`src/design/tcst_pkg.sv`:
```
// Shared types for the call stack tracker.
package tcst_pkg;

	// Stack operation for one trace request; push and pop are never both set.
	typedef struct packed {
		logic push;
		logic pop;
	} stack_cmd_t;

endpackage

```
`src/design/tcst_stack.sv`:
```
// Bounded call stack: register window of the newest entries over a circular memory.
module tcst_stack #(
	parameter int VIEW_DEPTH   = 4,
	parameter int STACK_DEPTH  = 64,
	parameter int FUNC_ID_BITS = 16
) (
	input  logic                                     clk,
	input  logic                                     arst_n,
	input  tcst_pkg::stack_cmd_t                     cmd,
	input  logic [FUNC_ID_BITS-1:0]                  push_id,
	output logic [VIEW_DEPTH-1:0][FUNC_ID_BITS-1:0]  view
);
	import tcst_pkg::*;

	localparam int WIN_CAP   = (STACK_DEPTH < VIEW_DEPTH) ? STACK_DEPTH : VIEW_DEPTH;
	localparam bit HAS_MEM   = (STACK_DEPTH > VIEW_DEPTH);
	localparam int MEM_DEPTH = HAS_MEM ? (STACK_DEPTH - VIEW_DEPTH) : 1;
	localparam int MEM_AW    = (MEM_DEPTH > 1) ? $clog2(MEM_DEPTH) : 1;
	localparam int MEM_CW    = $clog2(MEM_DEPTH + 1);
	localparam int WIN_CW    = $clog2(WIN_CAP + 1);

	logic [FUNC_ID_BITS-1:0] win_q [VIEW_DEPTH];
	logic [FUNC_ID_BITS-1:0] win_d [VIEW_DEPTH];
	logic [WIN_CW-1:0]       win_cnt_q, win_cnt_d;
	logic [MEM_CW-1:0]       mem_cnt_q, mem_cnt_d;
	logic [MEM_AW-1:0]       wp_q, wp_d, wp_inc, wp_dec, rd_addr;
	logic [FUNC_ID_BITS-1:0] mem [MEM_DEPTH];
	logic [FUNC_ID_BITS-1:0] mem_rd_q, byp_data_q, top_val, spill;
	logic                    byp_q;
	logic                    full_win, mem_has, do_pop, mem_wr;

	assign full_win = (win_cnt_q == WIN_CW'(WIN_CAP));
	assign mem_has  = (mem_cnt_q != '0);
	// The memory read is registered; the entry spilled in the last cycle is bypassed.
	assign top_val  = byp_q ? byp_data_q : mem_rd_q;
	assign spill    = win_q[WIN_CAP-1];
	assign do_pop   = cmd.pop && (win_cnt_q != '0);
	assign mem_wr   = cmd.push && full_win && HAS_MEM;

	assign wp_inc = (wp_q == MEM_AW'(MEM_DEPTH - 1)) ? '0 : wp_q + 1'b1;
	assign wp_dec = (wp_q == '0) ? MEM_AW'(MEM_DEPTH - 1) : wp_q - 1'b1;

	always_comb begin
		if (mem_wr) begin
			wp_d = wp_inc;
		end else if (do_pop && mem_has) begin
			wp_d = wp_dec;
		end else begin
			wp_d = wp_q;
		end
	end

	// Always read the entry just below the next write slot, the top of the memory part.
	assign rd_addr = (wp_d == '0) ? MEM_AW'(MEM_DEPTH - 1) : wp_d - 1'b1;

	always_comb begin
		for (int k = 0; k < VIEW_DEPTH; k++) begin
			win_d[k] = win_q[k];
		end
		win_cnt_d = win_cnt_q;
		mem_cnt_d = mem_cnt_q;
		if (cmd.push) begin
			win_d[0] = push_id;
			for (int k = 1; k < VIEW_DEPTH; k++) begin
				win_d[k] = (k < WIN_CAP) ? win_q[k-1] : '0;
			end
			if (!full_win) begin
				win_cnt_d = win_cnt_q + 1'b1;
			end else if (HAS_MEM && (mem_cnt_q != MEM_CW'(MEM_DEPTH))) begin
				mem_cnt_d = mem_cnt_q + 1'b1;
			end
		end else if (do_pop) begin
			for (int k = 0; k < VIEW_DEPTH - 1; k++) begin
				win_d[k] = win_q[k+1];
			end
			win_d[VIEW_DEPTH-1] = '0;
			win_d[WIN_CAP-1]    = mem_has ? top_val : '0;
			if (mem_has) begin
				mem_cnt_d = mem_cnt_q - 1'b1;
			end else begin
				win_cnt_d = win_cnt_q - 1'b1;
			end
		end
	end

	always_ff @(posedge clk or negedge arst_n) begin
		if (!arst_n) begin
			for (int k = 0; k < VIEW_DEPTH; k++) begin
				win_q[k] <= '0;
			end
			win_cnt_q <= '0;
			mem_cnt_q <= '0;
			wp_q      <= '0;
			byp_q     <= 1'b0;
		end else begin
			for (int k = 0; k < VIEW_DEPTH; k++) begin
				win_q[k] <= win_d[k];
			end
			win_cnt_q <= win_cnt_d;
			mem_cnt_q <= mem_cnt_d;
			wp_q      <= wp_d;
			byp_q     <= mem_wr;
		end
	end

	always_ff @(posedge clk) begin
		if (mem_wr) begin
			mem[wp_q]  <= spill;
			byp_data_q <= spill;
		end
		mem_rd_q <= mem[rd_addr];
	end

	always_comb begin
		for (int k = 0; k < VIEW_DEPTH; k++) begin
			view[k] = win_q[k];
		end
	end

endmodule

```
`src/design/trace_call_stack_tracker_core.sv`:
```
// Top level of the call stack tracker: request handshakes, transition detection, result register.
//
// Channel  Dir  Payload                                   Meaning
// s_*      in   tdata: func_id; tuser: is_call, is_ret    one retired-instruction trace request
// m_*      out  tdata: top0..top(N-1); tuser: ctx_valid   stack view after that request
//
// Each accepted request yields exactly one result. The block takes one request per cycle while
// the result side is not stalled: each request is captured in an input register, then the
// transition check and the stack push or pop land in the stack window, which is also the
// result register. A pop that reaches below the window refills from a memory whose registered
// read port is always kept pointed at the next entry, so pops can follow each other in
// consecutive cycles. Reset (arst_n, asynchronous, active low) empties the stack and clears
// the previous-item history; no clearing pass is needed. While a result is stalled, the input
// register still takes one more request, after which s_tready follows m_tready.
module trace_call_stack_tracker_core #(
	parameter int VIEW_DEPTH   = 4,
	parameter int STACK_DEPTH  = 64,
	parameter int FUNC_ID_BITS = 16
) (
	input  logic                                               clk,
	input  logic                                               arst_n,
	input  logic                                               s_tvalid,
	output logic                                               s_tready,
	input  logic [((FUNC_ID_BITS+7)/8)*8-1:0]                  s_tdata,  // func_id
	input  logic [1:0]                                         s_tuser,  // is_call, is_ret
	output logic                                               m_tvalid,
	input  logic                                               m_tready,
	output logic [((VIEW_DEPTH*FUNC_ID_BITS+7)/8)*8-1:0]       m_tdata,  // top0, top1, ...
	output logic                                               m_tuser   // ctx_valid
);
	import tcst_pkg::*;

	localparam int OUT_DATA_W = ((VIEW_DEPTH * FUNC_ID_BITS + 7) / 8) * 8;

	// Input register.
	logic                    valid_s1;
	logic [FUNC_ID_BITS-1:0] func_s1;
	logic                    call_s1, ret_s1;

	// History of the previous request.
	logic [FUNC_ID_BITS-1:0] last_func_q;
	logic                    last_call_q, last_ret_q;

	logic                    m_tvalid_q, ctx_valid_q;
	logic                    advance, func_switch;
	stack_cmd_t              cmd;
	logic [VIEW_DEPTH-1:0][FUNC_ID_BITS-1:0] view;

	// The request in the input register moves on when the result register is free or drains.
	assign advance  = valid_s1 && (!m_tvalid_q || m_tready);
	assign s_tready = !valid_s1 || advance;

	// A change between two known functions is a call edge, a return edge or neither, depending on
	// what the previous request held. A call wins when both were flagged.
	assign func_switch = (last_func_q != '0) && (func_s1 != '0) && (last_func_q != func_s1);
	assign cmd.push    = advance && func_switch && last_call_q;
	assign cmd.pop     = advance && func_switch && !last_call_q && last_ret_q;

	tcst_stack #(
		.VIEW_DEPTH  (VIEW_DEPTH),
		.STACK_DEPTH (STACK_DEPTH),
		.FUNC_ID_BITS(FUNC_ID_BITS)
	) u_stack (
		.clk    (clk),
		.arst_n (arst_n),
		.cmd    (cmd),
		.push_id(func_s1),
		.view   (view)
	);

	always_ff @(posedge clk or negedge arst_n) begin
		if (!arst_n) begin
			valid_s1    <= 1'b0;
			last_func_q <= '0;
			last_call_q <= 1'b0;
			last_ret_q  <= 1'b0;
			m_tvalid_q  <= 1'b0;
		end else begin
			if (s_tready) begin
				valid_s1 <= s_tvalid;
			end
			if (advance) begin
				last_func_q <= func_s1;
				last_call_q <= call_s1;
				last_ret_q  <= ret_s1;
				m_tvalid_q  <= 1'b1;
			end else if (m_tready) begin
				m_tvalid_q  <= 1'b0;
			end
		end
	end

	always_ff @(posedge clk) begin
		if (s_tvalid && s_tready) begin
			func_s1 <= s_tdata[FUNC_ID_BITS-1:0];
			call_s1 <= s_tuser[0];
			ret_s1  <= s_tuser[1];
		end
		if (advance) begin
			ctx_valid_q <= (func_s1 != '0);
		end
	end

	// The stack window doubles as the result data register.
	assign m_tvalid = m_tvalid_q;
	assign m_tuser  = ctx_valid_q;
	assign m_tdata  = OUT_DATA_W'(view);

	// A stalled result is never overwritten by the next request.
	assert property (@(posedge clk) disable iff (!arst_n)
		(m_tvalid_q && !m_tready) |-> !advance)
		else $error("result overwritten while stalled");

	// A call edge puts the new function on top of the view.
	assert property (@(posedge clk) disable iff (!arst_n)
		cmd.push |=> (m_tdata[FUNC_ID_BITS-1:0] == $past(func_s1)))
		else $error("pushed function not on top of stack");

	// A request with no known function leaves the stack view untouched.
	assert property (@(posedge clk) disable iff (!arst_n)
		(advance && (func_s1 == '0)) |=> (m_tdata == $past(m_tdata)))
		else $error("stack changed on unknown function");

	// With the result register empty the block always takes a request.
	assert property (@(posedge clk) disable iff (!arst_n)
		!m_tvalid_q |-> s_tready)
		else $error("input stalled with result register empty");

endmodule

```
`config.mk`:
```
export PLATFORM = sky130hd
export DESIGN_NAME = trace_call_stack_tracker_core
export DESIGN_NICKNAME = d
export VERILOG_FILES = /design/src/design/tcst_pkg.sv /design/src/design/tcst_stack.sv /design/src/design/trace_call_stack_tracker_core.sv
export SDC_FILE = /design/constraint.sdc
export NUM_CORES = 1
export LEC_CHECK = 0
export BUFFER_PORTS_ARGS = -buffer_cell sky130_fd_sc_hd__buf_2
export CAP_MARGIN = 20
export CORE_MARGIN = 2
export CORE_UTILIZATION = 50
export CTS_CLUSTER_SIZE = 24
export DETAILED_ROUTE_END_ITERATION = 10
export HOLD_SLACK_MARGIN = 0.06
export PLACE_DENSITY = 0.65
export RECOVER_POWER = 25
export SYNTH_ARGS = -nofsm -noshare
export SYNTH_HDL_FRONTEND = slang
export SYNTH_SLANG_ARGS = --single-unit
```
`constraint.sdc`:
```
create_clock -name clk -period 4.29 [get_ports clk]
set_clock_uncertainty 0.05 [all_clocks]
set_input_delay 0.858 -clock clk [delete_from_list [all_inputs] [get_ports clk]]
set_output_delay 0.858 -clock clk [all_outputs]
set_load 0.02 [all_outputs]
```
# ---- Word-level counts from Yosys, hierarchy flattened
# Memories as Yosys holds them, arrays and structs flattened. A register that Yosys moved wholly into a read port is not among the register bits.
# Cells that the tools add are included.
dict set report classes {
  addsub 7
  eq_ne 8
  muxes 22
  n_reduce_logical 27
}
# operator n
set op_table {}
lappend op_table {{$mux W64} 2}
lappend op_table {{$mux W6} 10}
lappend op_table {{$mux W16} 2}
lappend op_table {{$reduce_bool A16 Y1} 2}
lappend op_table {{$sub A6 B1 Y6 const B} 3}
lappend op_table {{$ne A16 B16 Y1} 1}
lappend op_table {{$add A6 B1 Y6 const B} 2}
lappend op_table {{$logic_not A6 Y1} 2}
lappend op_table {{$mux W3} 4}
lappend op_table {{$logic_and A1 B1 Y1} 11}
lappend op_table {{$eq A6 B6 Y1 const B} 1}
lappend op_table {{$ne A2 B2 Y1 const B} 3}
lappend op_table {{$ne A6 B6 Y1 const B} 1}
lappend op_table {{$reduce_bool A2 Y1} 3}
lappend op_table {{$reduce_bool A6 Y1} 1}
lappend op_table {{$mux W1} 4}
lappend op_table {{$reduce_and A4 Y1} 1}
lappend op_table {{$add A3 B1 Y3 const B} 1}
lappend op_table {{$eq A3 B3 Y1 const B} 1}
lappend op_table {{$logic_not A1 Y1} 3}
lappend op_table {{$reduce_and A3 Y1} 1}
lappend op_table {{$reduce_bool A3 Y1} 1}
lappend op_table {{$sub A3 B1 Y3 const B} 1}
lappend op_table {{$logic_or A1 B1 Y1} 2}
lappend op_table {{$ne A2 B1 Y1 const B} 1}
dict set report word_totals {
  regBits 135
  ram_bits 960
  output_inout_bits 67
  memories 1
}
# memory depth word_bits read_ports rd_clocked_by_memory_dff write_ports line
set memory_table {}
lappend memory_table {u_stack.mem 60 16 1 1 1 tcst_stack.sv:27} ;# logic [FUNC_ID_BITS-1:0] mem [MEM_DEPTH];

# ---- Depth between registers and ports, before layout
dict set report logic_depth {
  ltp_word 12
  depth_mapped 23
}

# ---- Hierarchy
# From an unflattened synthesis, not the netlist that was laid out.
dict set report hier_totals {
  hier_cells 3157
  hier_area_um2 45074.5
}
# module instances cells_each area_per_inst_um2
set modules_own_cells {}
lappend modules_own_cells {tcst_stack 1 3058 43377.9}
lappend modules_own_cells {trace_call_stack_tracker_core 1 99 1696.6}

# ---- Least setup slack after synthesis
# Ideal clock, no wire load.
dict set report synth_timing {
  kind {input -> register}
  startpoint {input port m_tready}
  endpoint {register u_stack.mem_rd_q[4], read port of u_stack.mem}
  arrival_ps 4476
  t_required_ps 4110
  slack_ps -366
  stages 18
  path_buffers 7
  path_cell_list {nand2b_1 > nand2_2 > inv_2 > nand3_1 > nor3_1 > buf_2 > mux2_2 > buf_2 > buf_2 > buf_2 > ha_1 > clkbuf_1 > clkbuf_1 > clkbuf_1 > mux4_2 > mux2_1 > o211ai_1 > nand4_1}
}
dict set report synth_between {
  elab_chain_len 11
  word_cells_on_any_way 14
  cone_classes {add/sub: 1; mux: 3; reduce/logical: 10}
}
# item line
set synth_rtl {}
lappend synth_rtl {{from (decl)} trace_call_stack_tracker_core.sv:27} ;# input logic m_tready,
lappend synth_rtl {{$logic_or A1 B1 Y1 *} trace_call_stack_tracker_core.sv:50} ;# assign advance = valid_s1 && (!m_tvalid_q || m_tready);
lappend synth_rtl {{$logic_and A1 B1 Y1 *} trace_call_stack_tracker_core.sv:50}
lappend synth_rtl {{$logic_and A1 B1 Y1 *} {trace_call_stack_tracker_core.sv:56, trace_call_stack_tracker_core.sv:57}}
lappend synth_rtl {{$logic_and A1 B1 Y1 (2 in series)} trace_call_stack_tracker_core.sv:57} ;# assign cmd.pop = advance && func_switch && !last_call_q && last_ret_q;
lappend synth_rtl {{$logic_and A1 B1 Y1} tcst_stack.sv:37} ;# assign do_pop = cmd.pop && (win_cnt_q != '0);
lappend synth_rtl {{$logic_and A1 B1 Y1} tcst_stack.sv:46} ;# end else if (do_pop && mem_has) begin
lappend synth_rtl {{$mux W6} tcst_stack.sv:46}
lappend synth_rtl {{$mux W6 *} tcst_stack.sv:44} ;# if (mem_wr) begin
lappend synth_rtl {{$sub A6 B1 Y6 / $logic_not A6 Y1 (equally long branches)} tcst_stack.sv:54} ;# assign rd_addr = (wp_d == '0) ? MEM_AW'(MEM_DEPTH - 1) : wp_d - 1'b1;
lappend synth_rtl {{$mux W6 *} tcst_stack.sv:54}
lappend synth_rtl {{to (decl)} tcst_stack.sv:28} ;# logic [FUNC_ID_BITS-1:0] mem_rd_q, byp_data_q, top_val, spill;
# Every way passes the cells marked *; elsewhere a longest branch is shown, timed or not.
# A chain may end at the register's enable or synchronous reset.

# ---- Final worst setup path
dict set report layout_timing {
  startpoint {register u_stack.wp_q[1]}
  endpoint {register u_stack.mem_rd_q[15], read port of u_stack.mem}
}
dict set report layout_between {
  elab_chain_len 6
  word_cells_on_any_way 11
  cone_classes {add/sub: 3; eq/ne: 1; mux: 5; reduce/logical: 2}
}
# item line
set layout_rtl {}
lappend layout_rtl {{from (decl)} tcst_stack.sv:26} ;# logic [MEM_AW-1:0] wp_q, wp_d, wp_inc, wp_dec, rd_addr;
lappend layout_rtl {{from (signal assigned)} tcst_stack.sv:101} ;# wp_q <= wp_d;
lappend layout_rtl {{$sub A6 B1 Y6 / $logic_not A6 Y1 (equally long branches)} tcst_stack.sv:41} ;# assign wp_dec = (wp_q == '0) ? MEM_AW'(MEM_DEPTH - 1) : wp_q - 1'b1;
lappend layout_rtl {{$mux W6} tcst_stack.sv:41}
lappend layout_rtl {{$mux W6} tcst_stack.sv:46}
lappend layout_rtl {{$mux W6 *} tcst_stack.sv:44}
lappend layout_rtl {{$sub A6 B1 Y6 / $logic_not A6 Y1 (equally long branches)} tcst_stack.sv:54}
lappend layout_rtl {{$mux W6 *} tcst_stack.sv:54}
# Marked as above.

==> results.cfg <==
[outcome]
status = complete, but fails checks
violations = max-capacitance violations, max-slew violations

[synth]
yosysTopAreaCell = edfxtp_1
postSynthCellCount = 2560
yosys-top-cells-area = edfxtp_1 65%, mux4_2 9.5%, mux2i_1 5.8%, dfrtp_1 5.5%, a22oi_1 2.1%
async_flop_share = 0.0900
synth_fp_nets = 2593
synth-seq-area-share = 0.713
yosysUniqueCellTypes = 67
synth_area_mm2 = 0.0459
synth_warnings = 0
synth_most_common_cell = edfxtp_1
synth_seq_cells = 1111
avgSynthCellArea_um2 = 17.9
synth.top_cell.area_share = 0.651
synthTopCellsByCount = 995 x edfxtp_1, 264 x mux2i_1, 193 x mux4_2
synth_edf_count = 995
synth_ff_type = edfxtp_1

[final_layout]
fin_nets = 2859
drive_gt1_frac = 0.262
finalInstanceArea_mm2 = 0.0530
finish.utilization = 0.581
synthToLayoutAreaGrowth_pct = 15.5

[floorplanning]
rows = 111
die_w_um = 307
start_util = 0.503
num_io_pins = 89
core_area_mm2 = 0.0912
die_h_um = 307
dieArea_mm2 = 0.0942

[clock_network]
numCtsBuffers = 112
cts_tree = built
ctsHoldBuffers = 0
cts_max_path_buffers = 3
worstSkewPairLatency_ns = 0.70
clock-root-buffer = clkbuf_16
cts.sinks = 1111
htreeDepth = 3
clk_pin_slew_ns = 0.07

[global_route]
grt_pass1_vias = 25700
antenna_found_initial = 3
grt_pass1_wl_um = 179000
gr-usage-met2 = 0.424
met1_usage = 0.368
met3_usage = 0.0447
grt_overflow = 0
grt_max_degree = 106
track_usage = 0.262
grt.busiest_layer = met2

[critical_path]
worstSetupEndpointType = flop
worstPathRequired_ns = 4.80
critPathMaxFanout = 31
worstSetupStartpointType = flop
critical_path_class = flop to flop
crit_start = u_stack.wp_q[1]$_DFF_PN0_
arrival_ns = 4.70
r2r_start = u_stack.wp_q[1]$_DFF_PN0_
r2r_cells = 16

[hold_path]
hold_depth = 1
min-delay-start = s_tuser[0]
hold_class = primary input to flop

[routing]
wl_um = 123000
via_per_inst = 6.28
firstDrtPassIters = 5
vias = 25800
drc = 0
wire_per_inst_um = 29.9
ant_nets = 0
drt_iter0_markers = 3249

[power_and_ir_drop]
p_leak_nw = 17.4
power_frac_comb = 0.460
ir_drop_uv = 655
power_frac_clock = 0.218
pwr-share-seq = 0.322
finalPower_mw = 45.0
p_switching_mw = 17.3
power_density_mw_per_mm2 = 849
sw_frac_of_total = 0.384
internal_power_mw = 27.7

[timing]
holdWs_ns = 0.283
rsz0062_at_grt = false
tightest_slew_ns = 3.71
fin_crit_ns = 4.19
drv_slew = 580
setup_violations = 0
max_freq_ghz = 0.239
maxSlewHeadroom = -1.47
period_share = 0.977
hold_viol = 0

[place]
routabilityCongestion = 0.942
place_area_mm2 = 0.0493
dp_hpwl_um = 76200
port-buffer-count = 88

[run]
cap_violations = 9
-- registers in the layout, indices dropped and copies added (netlist names), 3 cells and up --
register and count:
u_stack.byp_data_q 16, u_stack.spill 16, func_s1 16, last_func_q 16, u_stack.mem 960, u_stack.win_cnt_q 3, u_stack.mem_rd_q 16, u_stack.view 48
u_stack.mem_cnt_q 6, u_stack.wp_q 6
-- per-stage QoR --
stage	std cells	TNS (ns)	setup slack [ns]
2_1_floorplan	2560	0	0.0124
3_3_place_gp	3896	-0.146	-0.0692
3_5_place_dp	3896	-0.115	-0.0519
4_1_cts	4103	0	0.00605
5_1_grt	4105	0	0.00413
6_report	4106	0	0.0979
-- area by class of cell --
type / count / area [um^2]
Timing Repair Buffer: 315 / 2560
Clock buffer: 137 / 2960
Tap cell: 1186 / 1480
Fill cell: 6674 / 38300
Clock inverter: 70 / 717
Multi-Input combinational cell: 1271 / 12500
Inverter: 15 / 56.3
Antenna cell: 1 / 2.50
Sequential cell: 1111 / 32700
-- per-layer routing --
layer	vias to the layer above	routed length, um
met3	221	9620
met4	2	3850
met5	-	12
met2	1118	59600
met1	13500	49700
li1	10900	-
-- power by group through the flow --
| stage | clock, mW | combinational [mW] | sequential [mW] |
|---|---|---|---|
| 2_1_floorplan | 0 | 11.1 | 15.0 |
| 3_3_place_gp | 0 | 20.5 | 14.6 |
| 3_5_place_dp | 0 | 20.6 | 14.6 |
| 4_1_cts | 9.92 | 20.7 | 14.4 |
| 5_1_grt | 10.3 | 21.8 | 14.5 |
| 6_report | 9.81 | 20.7 | 14.5 |
-- worst max-delay path, stage by stage, from the launching register on --
cell      delay, ns
dfrtp_1        0.52
inv_1          0.16
ha_1           0.24
nor2b_1        0.15
nand2_1        0.12
a31oi_1        0.11
nor3_2         0.31
mux2_8         0.28
ha_4           0.14
o211ai_1       0.13
o311a_1        0.34
or2_4          0.31
buf_12         0.19
buf_12         0.17
mux2_2         0.29
o211ai_1       0.37
nand4_1        0.15
-- placed cells by master, fill, tap and decap left out, drive strengths merged, types with 12 or more instances in the layout --
master,count
edfxtp,995
buf,300
mux2i,264
mux4,193
clkbuf,152
a22oi,131
o21ai,125
nand2,108
dfrtp,100
nor2,99
o211ai,99
mux2,68
clkinv,47
nand4,21
xor2,19
a211o,17
inv,17
dfxtp,16
nor4,15
bufinv,14
nand3,14
a21oi,12
-- repair_timing --
| action | 4_1_cts | 5_1_grt |
|---|---|---|
| gates resized for setup | 0 | 6 |
| endpoints found under the hold margin | 0 | 0 |
| endpoints found under the setup margin | 0 | 15 |
| setup buffers | 0 | 2 |
-- logic make-up (layout without fill, tap and decap cells) --
kind of cell	after synthesis	count (layout)	share of synthesized area
flops	1111	1111	0.713
other cells	0	1	0
simple gates	300	300	0.0303
fa+ha+maj	11	11	0.00333
buf+inv	178	537	0.0176
mux	525	525	0.169
compound gates	411	411	0.0623
xor+xnor	24	24	0.00458
-- path summary, 6_finish.rpt --
| path | to | slack [ns] |
|---|---|---|
| max | u_stack.mem_rd_q[15]$_DFF_P_ | 0.1 |
| min | call_s1$_DFFE_PP_ | 0.28 |
| max reg2reg | u_stack.mem_rd_q[15]$_DFF_P_ | 0.1 |
| min reg2reg | last_call_q$_DFFE_PN0P_ | 0.44 |
| max in group asynchronous | u_stack.view[15]$_DFFE_PN0P_ | 1.86 |
| min in group asynchronous | u_stack.win_cnt_q[0]$_DFFE_PN0P_ | 0.61 |
Power figures use the tool's default switching activity.
